`src/rtl/core/pse_ram.sv`:
```
// Generic single-write, single-read RAM with registered read data.
// No dependencies.
module pse_ram #(
  parameter int WIDTH = 32,
  parameter int DEPTH = 12
) (
  input  logic                     clk,
  input  logic                     we,
  input  logic [$clog2(DEPTH)-1:0] waddr,
  input  logic [WIDTH-1:0]         wdata,
  input  logic [$clog2(DEPTH)-1:0] raddr,
  output logic [WIDTH-1:0]         rdata
);

  logic [WIDTH-1:0] mem [DEPTH];

  always_ff @(posedge clk) begin
    if (we) begin
      mem[waddr] <= wdata;
    end
    rdata <= mem[raddr];
  end

endmodule

```
`config.mk`:
```
export PLATFORM = sky130hd
export DESIGN_NAME = pse_ram
export DESIGN_NICKNAME = d
export VERILOG_FILES = /design/src/rtl/core/pse_ram.sv
export SDC_FILE = /design/constraint.sdc
export NUM_CORES = 1
export LEC_CHECK = 0
export ABC_AREA = 1
export BUFFER_PORTS_ARGS = -buffer_cell sky130_fd_sc_hd__buf_2
export CAP_MARGIN = 5
export CORE_MARGIN = 2
export CORE_UTILIZATION = 38
export DETAILED_ROUTE_END_ITERATION = 10
export GPL_ROUTABILITY_DRIVEN = 0
export SLEW_MARGIN = 20
export SYNTH_ARGS = -nofsm -noshare
export SYNTH_HDL_FRONTEND = slang
export SYNTH_SLANG_ARGS = --single-unit
```
`constraint.sdc`:
```
create_clock -name clk -period 2.5 [get_ports clk]
set_input_delay 0.125 -clock clk [delete_from_list [all_inputs] [get_ports clk]]
set_output_delay 0.125 -clock clk [all_outputs]
set_load 0.05 [all_outputs]
```
==> flow_metrics.tcl <==
set metrics [dict create \
    status "finished, final reports clean" \
    power_density_mw_per_mm2 789 \
    cpLargestDelayFamily "flip-flops" \
    seq_power_share_pct 50.8 \
    ir_drop_mv 0.443 \
    fin_total_pwr_mw 15.4 \
    fin_skew_ns 0.0174 \
    cts_tree "yes" \
    fin_ws_ns 1.13 \
    hold_viol 0 \
    clock_latency_ns 0.56 \
    nets 1621 \
    synth_top_area_cell "edfxtp_1" \
    vias_per_cell 4.79 \
    clock_power_share_pct 42.0 \
    setup_tns_ns 0 \
    postSynth.asyncResetShare_pct 0 \
    cts_buffers 44 \
    p_comb_share_pct 7.2 \
    dr.pass1.iters 5 \
    cp_num_buf_inv 1 \
    synth_top_cell_area_share_pct 68.9 \
    relSlewSlack_pct 52.5 \
    criticalPathCategory "flop to output port" \
    netSwitchingPower_mw 3.56 \
    start_util_pct 38.7 \
    synth_enable_flop_cells 384 \
    drtAntennaViolNets 0 \
    drc 0 \
    core_area_mm2 0.0433 \
    pre_cts_ws_ns 0.678 \
    netlist_top_cells_area "edfxtp_1 (69%), nand2_1 (8.7%), nand3_1 (5.8%), inv_1 (4.7%), dfxtp_1 (3.8%)" \
    grt_pass1_wl_mm 62.5 \
    wl_per_cell_um 18.4 \
    grt_pass1_vias 10396 \
    min_period_ns 1.37 \
    ioPinCount 74 \
    initialDrtViolationCount 761 \
    synth.yosys.seq_area_share_pct 72.7 \
    hold_class "input pin to flop" \
    vias 10534 \
    ys_warn_count 0 \
    grt_max_degree 103 \
    syn-cell-area_mm2 0.0167 \
    htreeDepth 2 \
    syn_to_final_growth_pct 16.9 \
    netlist-cell-type-count 16 \
    grt_use_total_pct 17.5 \
    finalCritPeriodShare_pct 54.6 \
    rsz0062_at_grt "false" \
    die_w_um 214 \
    power.leakage_nw 7.85 \
    utilization_pct 45.2 \
    synth_area_per_cell_um2 11.3 \
    synth_common_cells "nand2_1 (389), edfxtp_1 (384), inv_1 (210)" \
    hold_slack_ns 0.0680 \
    postSynthCellCount 1481 \
    gr-total-overflow 0 \
    cts_resized 0 \
    rows 76 \
    clk_pin_slew_ns 0.06 \
    cp_max_fo 1 \
    dieArea_mm2 0.0458 \
    port_buffers 73 \
    cts_setup_buffers 0 \
    drv_slew 0 \
    place_hpwl_mm 22.5 \
    num-fill-cells 3932 \
    fmax_mhz 732 \
    cp_cell_sequence "buf_2" \
    critPathSlowestCell "dfxtp_1" \
    clkSinkCount 416 \
    final_layout_size_suffix_gt1_share_pct 11.2 \
    diodes 0 \
    syn_nets 1523 \
    cts.path.max_buffers 3 \
    start_kind "flop" \
    root_buffer "clkbuf_16" \
    maxCapViolations 0 \
    crit_path_end_kind "output port" \
    drt_wl_total_mm 40.4 \
    internal_power_mw 11.9 \
    critPathRequiredTime_ns 2.38 \
    yosysMostFrequentCell "nand2_1" \
    synth-seq-cells 416 \
    crit_path_max_incr_delay_ns 0.39 \
    antenna_found_initial 0 \
    setup_viol_count_final 0 \
    switching_share_pct 23.0 \
    synth_flop_cell "edfxtp_1" \
    arrival_ns 1.24 \
    die_h_um 214 \
    tightest_slew_ns 0.711 \
]
## cell usage in the layout, fill, tap and decap left out, types with 10 or more instances in the layout
cell type,Yosys,final
clkbuf_16,0,45
buf_2,28,71
dfxtp_1,32,32
nand3_1,194,194
inv_1,210,210
o21ai_1,26,26
edfxtp_1,384,384
nand2_1,389,389
buf_4,7,13
dlygate4sd3_1,0,32
a21oi_1,13,13
clkinv_2,0,10
o21ai_0,70,70
nor2_4,0,12
buf_12,0,12
nor2_1,84,72
## final timing paths
kind | from | end | slack (ns) | cells after the start
setup / recovery | rdata[22] | rdata[22] | 1.13 | 1
hold reg to reg | mem[11][31] | rdata[31] | 0.57 | 4
hold / removal | raddr[2] | rdata[12] | 0.07 | 5
setup reg to reg | mem[5][11] | rdata[11] | 1.42 | 6
## stage by stage
step	std cells	area (µm²)
after floorplan	1481	16700
after global placement	2086	17800
after detailed placement	2086	17800
after CTS	2199	19600
after global routing	2199	19600
final	2199	19600
## power by group through the flow
| stage | combinational (mW) | clock, mW | sequential [mW] |
|---|---|---|---|
| floorplan | 0.493 | 0 | 8.17 |
| global placement | 1.06 | 0 | 7.99 |
| detailed placement | 1.08 | 0 | 8.00 |
| CTS | 1.12 | 6.60 | 7.85 |
| global route | 1.21 | 6.86 | 7.86 |
| finish | 1.11 | 6.48 | 7.85 |
## registers in the layout, summed over array words and instances, names as in the netlist
name and flops:
mem 384, rdata 32
## kinds of logic (layout without fill, tap and decap cells)
logic type | Yosys count | count (layout) | synth area share, %
AO/OA/AOI/OAI | 109 | 109 | 3.26
buffers and inverters | 289 | 422 | 7.67
flip-flops | 416 | 416 | 72.7
AND/OR/NAND/NOR | 667 | 667 | 16.4
## routing by layer
layer / vias up / track usage, % / part of all wire (%)
met3: 55 / 2.61 / 4.7
li1: 5095 / - / -
met4: 0 / 4.62 / 1.8
met1: 5116 / 25.3 / 47
met5: - / 0 / 0
met2: 268 / 27.8 / 46
## cell type report
cell class / count / area, µm² / area share (%)
Inverter: 212 / 800 / 4.09
Tap cell: 585 / 732 / 3.74
Sequential cell: 416 / 12200 / 62.2
Clock buffer: 61 / 1280 / 6.52
Clock inverter: 20 / 185 / 0.946
Timing Repair Buffer: 129 / 1020 / 5.24
Multi-Input combinational cell: 776 / 3380 / 17.3
## timing repair
action                                  CTS  global route
endpoints found under the hold margin   384             0
hold buffers                             32             0
endpoints found under the setup margin    0             0
(Power assumes the default switching activity.)
