==> src/rtl/core/pse_pkg.sv <==
// Shared types, constants and saturation helpers for the polynomial series
// evaluator. No dependencies; imported by the core, pse_term and the testbench.
package pse_pkg;

  // Default configuration
  localparam int NUM_COEFFS_DEF = 12;
  localparam int FRAC_BITS_DEF  = 24;

  // Fixed field widths
  localparam int DATA_W    = 32;
  localparam int MODE_W    = 2;
  localparam int INDEX_W   = 4;
  localparam int S_TDATA_W = 72;
  localparam int M_TUSER_W = 2;
  localparam int CFG_IDX_W = 2;
  // Term scale factor reaches NUM_COEFFS, at most 127
  localparam int FACT_W    = 7;

  localparam logic signed [63:0] MAX32 = 64'sd2147483647;
  localparam logic signed [63:0] MIN32 = -64'sd2147483648;

  // Item kinds carried in tuser
  typedef enum logic [MODE_W-1:0] {
    MODE_LOAD   = 2'd0,
    MODE_SERIES = 2'd1,
    MODE_DERIV  = 2'd2,
    MODE_INTEG  = 2'd3
  } mode_t;

  // Configuration register indexes
  typedef enum logic [CFG_IDX_W-1:0] {
    REG_EXP_POINT  = 2'd0,
    REG_RANGE_LOW  = 2'd1,
    REG_RANGE_HIGH = 2'd2
  } cfg_reg_t;

  // Top-level sequencer
  typedef enum logic [1:0] {
    ST_IDLE,
    ST_RUN,
    ST_DONE
  } state_t;

  // One term request handed to the term unit
  typedef struct packed {
    logic              valid;
    logic              last;
    logic              zero;   // constant zero term, no coefficient behind it
    logic              live;   // coefficient entry was written since reset
    mode_t             mode;
    logic [FACT_W-1:0] factor; // multiplier (derivative) or divisor (integral)
  } issue_t;

  // One finished term
  typedef struct packed {
    logic                     valid;
    logic                     last;
    logic                     sat;
    logic signed [DATA_W-1:0] term;
  } term_beat_t;

  function automatic logic ovf32(input logic signed [63:0] v);
    return (v > MAX32) || (v < MIN32);
  endfunction

  function automatic logic signed [DATA_W-1:0] clamp32(input logic signed [63:0] v);
    logic signed [63:0] c;
    c = v;
    if (v > MAX32) c = MAX32;
    if (v < MIN32) c = MIN32;
    return c[DATA_W-1:0];
  endfunction

endpackage

==> src/rtl/core/pse_term.sv <==
// Term unit: turns coefficient read data into series, derivative or
// integral terms, five register stages. Depends on pse_pkg.
module pse_term
  import pse_pkg::*;
#(
  parameter int NUM_COEFFS = NUM_COEFFS_DEF
) (
  input  logic              clk,
  input  logic              rst,
  input  issue_t            issue,
  input  logic [DATA_W-1:0] rdata,
  output term_beat_t        beat
);

  localparam int RIDX_W = $clog2(NUM_COEFFS + 1);

  // Reciprocal table floor((2^32-1)/i), entry 0 unused
  logic [31:0] recip [NUM_COEFFS+1];
  for (genvar g = 0; g <= NUM_COEFFS; g++) begin : g_rcp
    localparam longint unsigned RCP = 64'hFFFF_FFFF / ((g == 0) ? 1 : g);
    assign recip[g] = RCP[31:0];
  end

  issue_t s1, s2, s3, s4;

  // Stage 1: coefficient in, scale multiply and magnitude for division
  logic signed [DATA_W-1:0] coef;
  logic                     neg1;
  logic [DATA_W-1:0]        mag1;
  logic [DATA_W-1:0]        n1;
  logic signed [39:0]       prod1;

  assign coef  = s1.live ? $signed(rdata) : '0;
  assign neg1  = coef[DATA_W-1];
  assign mag1  = neg1 ? (32'd0 - $unsigned(coef)) : $unsigned(coef);
  assign n1    = mag1 + 32'(s1.factor >> 1);
  assign prod1 = coef * $signed({1'b0, s1.factor});

  logic signed [39:0] s2_prod;
  logic [DATA_W-1:0]  s2_n;
  logic               s2_neg;

  // Stage 2: reciprocal multiply, clamp of the scaled term
  logic [63:0] big2;
  assign big2 = 64'(s2_n) * 64'(recip[s2.factor[RIDX_W-1:0]]);

  logic [DATA_W-1:0]        s3_q0;
  logic [DATA_W-1:0]        s3_n;
  logic                     s3_neg;
  logic signed [DATA_W-1:0] s3_term;
  logic                     s3_sat;

  // Stage 3: back-multiply the quotient estimate
  logic [38:0] qi3;
  assign qi3 = 39'(s3_q0) * 39'(s3.factor);

  logic [DATA_W-1:0]        s4_q0;
  logic [DATA_W-1:0]        s4_n;
  logic [38:0]              s4_qi;
  logic                     s4_neg;
  logic signed [DATA_W-1:0] s4_term;
  logic                     s4_sat;

  // Stage 4: one correction step, sign restore, term select
  logic [38:0]              rem4;
  logic                     inc4;
  logic [32:0]              q4;
  logic [32:0]              qs4;
  logic signed [DATA_W-1:0] term4;

  assign rem4 = 39'(s4_n) - s4_qi;
  assign inc4 = rem4 >= 39'(s4.factor);
  assign q4   = 33'(s4_q0) + 33'(inc4);
  assign qs4  = s4_neg ? (33'd0 - q4) : q4;

  always_comb begin
    if (s4.zero) begin
      term4 = '0;
    end else if (s4.mode == MODE_INTEG) begin
      term4 = $signed(qs4[DATA_W-1:0]);
    end else begin
      term4 = s4_term;
    end
  end

  // Stage valid flags
  always_ff @(posedge clk) begin
    if (rst) begin
      s1.valid   <= 1'b0;
      s2.valid   <= 1'b0;
      s3.valid   <= 1'b0;
      s4.valid   <= 1'b0;
      beat.valid <= 1'b0;
    end else begin
      s1.valid   <= issue.valid;
      s2.valid   <= s1.valid;
      s3.valid   <= s2.valid;
      s4.valid   <= s3.valid;
      beat.valid <= s4.valid;
    end
  end

  // Stage payload
  always_ff @(posedge clk) begin
    {s1.last, s1.zero, s1.live, s1.mode, s1.factor} <=
      {issue.last, issue.zero, issue.live, issue.mode, issue.factor};
    {s2.last, s2.zero, s2.live, s2.mode, s2.factor} <=
      {s1.last, s1.zero, s1.live, s1.mode, s1.factor};
    {s3.last, s3.zero, s3.live, s3.mode, s3.factor} <=
      {s2.last, s2.zero, s2.live, s2.mode, s2.factor};
    {s4.last, s4.zero, s4.live, s4.mode, s4.factor} <=
      {s3.last, s3.zero, s3.live, s3.mode, s3.factor};

    s2_prod <= prod1;
    s2_n    <= n1;
    s2_neg  <= neg1;

    s3_q0   <= big2[63:32];
    s3_n    <= s2_n;
    s3_neg  <= s2_neg;
    s3_term <= clamp32(64'(s2_prod));
    s3_sat  <= (s2.mode == MODE_DERIV) && ovf32(64'(s2_prod));

    s4_q0   <= s3_q0;
    s4_n    <= s3_n;
    s4_qi   <= qi3;
    s4_neg  <= s3_neg;
    s4_term <= s3_term;
    s4_sat  <= s3_sat;

    beat.last <= s4.last;
    beat.sat  <= s4_sat && !s4.zero && (s4.mode == MODE_DERIV);
    beat.term <= term4;
  end

endmodule

==> config.mk <==
export PLATFORM = sky130hd
export DESIGN_NAME = pse_term
export DESIGN_NICKNAME = d
export VERILOG_FILES = /design/src/rtl/core/pse_pkg.sv /design/src/rtl/core/pse_term.sv
export SDC_FILE = /design/constraint.sdc
export NUM_CORES = 2
export LEC_CHECK = 0
export BUFFER_PORTS_ARGS = -buffer_cell sky130_fd_sc_hd__buf_4
export CAP_MARGIN = 15
export CORE_MARGIN = 3
export CORE_UTILIZATION = 60
export CTS_CLUSTER_DIAMETER = 200
export DETAILED_ROUTE_END_ITERATION = 12
export HOLD_SLACK_MARGIN = 0.08
export PLACE_DENSITY = 0.78
export SLEW_MARGIN = 20
export SYNTH_ARGS = -nofsm -noshare
export SYNTH_HDL_FRONTEND = slang
export SYNTH_SLANG_ARGS = --single-unit
export TNS_END_PERCENT = 5
==> constraint.sdc <==
create_clock -name clk -period 11.75 [get_ports clk]
set_clock_uncertainty 0.2 [all_clocks]
set_input_delay 1.175 -clock clk [delete_from_list [all_inputs] [get_ports clk]]
set_output_delay 1.175 -clock clk [all_outputs]
set_load 0.1 [all_outputs]
==> impl_metrics.ini <==
[route]
routed_wl_um = 170000
first_pass_iters = 5
first_iter_violations = 4504
ant_nets = 0
drc = 0
vias = 43400
routedWlPerCell_um = 22.7
vias_per_cell = 5.82

[min_path]
holdPathStages = 0
hold_class = register to register

[run]
maxCapViolCount = 0

[sta]
final_max_slew_viol_count = 0
fin_crit_sh_pct = 90.5
relSlewSlack_pct = 19.1
fin_tns_setup_ns = 0
setup_viol = 0
fmax_mhz = 94.1
rsz0062_at_grt = no
finalHoldViolations = 0
worst_slew_pin_slew_ns = 1.21
hold_slack_ns = 0.125
period_minus_slack_ns = 10.63

[synthesis]
synthCells = 6215
synthArstFlopShare_pct = 0
synth.distinct_cells = 89
synth_area_leaders = fa_1 (41%), dfxtp_1 (13%), ha_1 (9.6%)
yosysWarnings = 0
netlist.area_leader.share_pct = 40.7
synth_edf_count = 0
avgSynthCellArea_um2 = 9.36
synth_nets = 7891
seq_area_frac_synth_pct = 13.5
ys_ff_latch = 392
synth_area_um2 = 58200
yosysTopAreaCell = fa_1
synth_top_flop_cell = dfxtp_1

[cts]
cts_buffers = 38
worstSkewPairLatency_ns = 0.56
cts-hold-fix-buffers = 0
ctsHtreeMaxLevel = 2
cts_resized = 0
clock-root-buffer = clkbuf_16
cts_tree = built
cts_setup_buffers = 0
clkTransAtPathRegs_ns = 0.07
cts.sink_count = 392
clock_path_buffers = 3

[layout]
final_common_cell = inv_1
fin_area_um2 = 61300
finalNetCount = 7832
final_cell_mix = inv_1 (1333), fa_1 (1182), nand2_1 (695)
drive_gt1_share_pct = 4.64
areaGrowthSynthToFinish_pct = 5.41

[critical_path]
required_ns = 12.05
crit_path_end_kind = register
cp_max_fo = 17
r2r_cells = 26
worst_path_max_delay_cell = nor2b_1
critPathMaxStageDelay_ns = 0.89
crit_type = register to register
cp_common_cell = fa_1
start_kind = register
crit_arrival_ns = 10.92

[floorplan]
die_area_um2 = 101000
start_util_pct = 60.9
rows = 113
design.core.area_um2 = 95600
die_h_um = 317
dieWidth_um = 317
io_pins = 82

[global_route]
grt_usage_pct = 34.4
grt_first_pass_wirelength_um = 262000
grt_overflow_total = 0
grt_max_degree = 105
antenna_found_initial = 11
first_global_vias = 45100

[outcome]
status = finished, final reports clean

[place]
hpwl_um = 137000
placed_area_um2 = 60000
gp_congestion = 1.02
portBuffers = 81
stage by stage:
| step | instances | util [%] | setup slack [ns] |
|---|---|---|---|
| 2_1_floorplan | 6215 | - | 2.90 |
| 3_3_place_gp | 7380 | 62.8 | 1.42 |
| 3_5_place_dp | 7381 | 62.8 | 1.35 |
| 4_1_cts | 7449 | 64.1 | 1.34 |
| 5_1_grt | 7449 | 64.1 | 0.649 |
| 6_report | 7455 | 64.2 | 1.12 |
synth_stat cells, drive strengths merged, types with 5 or more instances:
master      n
a2111oi     7
a211o      11
a211oi     20
a21boi      9
a21o       89
a21oi     183
a22oi       6
a31oi      20
a41oi       6
and2      398
and3      189
and4        5
buf        15
clkbuf    242
dfxtp     392
fa       1182
ha        447
inv      1333
mux2        6
mux2i       7
nand2     696
nand2b     30
nand3      60
nand3b      5
nand4      43
nor2      143
nor2b      55
nor3       38
nor3b       9
nor4       14
o211ai      8
o21a       58
o21ai     103
o21bai     20
o31a        7
o31ai      18
o41ai      10
or2        15
or3        19
xnor2     159
xor2       74
state kept, by name (all words and copies together), names as in the netlist, 12 cells and up:
register	cells
beat	35
s1	13
s2	12
s2_n	32
s2_prod	40
s3	12
s3_n	32
s3_q0	32
s3_term	32
s4	12
s4_n	32
s4_q0	32
s4_qi	39
s4_term	32
cell families (layout without fill, tap and decap cells):
family	Yosys count	after routing	synth area share, %
adders and majority gates	1629	1629	50.3
DFF	392	392	13.5
and+or+nand+nor	1735	1735	15.1
xor gates and xnor gates	234	234	3.55
AOI/OAI and AO/OA	622	622	7.03
muxes	13	13	0.237
buffers and inverters	1590	1559	10.3
other	0	6	0
worst paths after layout:
check	slack, ns	end	start
max	1.12	s3_q0[31]	s2[3]
min reg2reg	0.13	s4[10]	s3[10]
max reg2reg	1.12	s3_q0[31]	s2[3]
min	0.13	s4[10]	s3[10]
layer usage:
metal / wire length (µm) / GRT usage, % / vias up
met2: 75500 / 53.1 / 2339
li1: - / - / 18900
met3: 20200 / 9.51 / 486
met5: 12 / 0 / -
met1: 66400 / 47.1 / 21700
met4: 7490 / 12.3 / 2
worst max-delay path: cells and delay by family (launching register included):
kind	cells	cell delay [ns]
compound gates	5	1.66
xor+xnor	1	0.15
fa+ha+maj	9	4.35
buf+inv	3	0.55
flops	1	0.69
simple gates	8	2.95
cell type report:
type / instances / area (µm²)
Clock buffer: 46 / 1020
Multi-Input combinational cell: 4233 / 44400
Clock inverter: 22 / 264
Tap cell: 1265 / 1580
Antenna cell: 6 / 15.0
Fill cell: 7905 / 34300
Inverter: 1333 / 5000
Timing Repair Buffer: 158 / 1190
Sequential cell: 392 / 7850
Power is not shown: default switching activity piles up to over one toggle a cycle in this logic, so the estimate is an artifact.
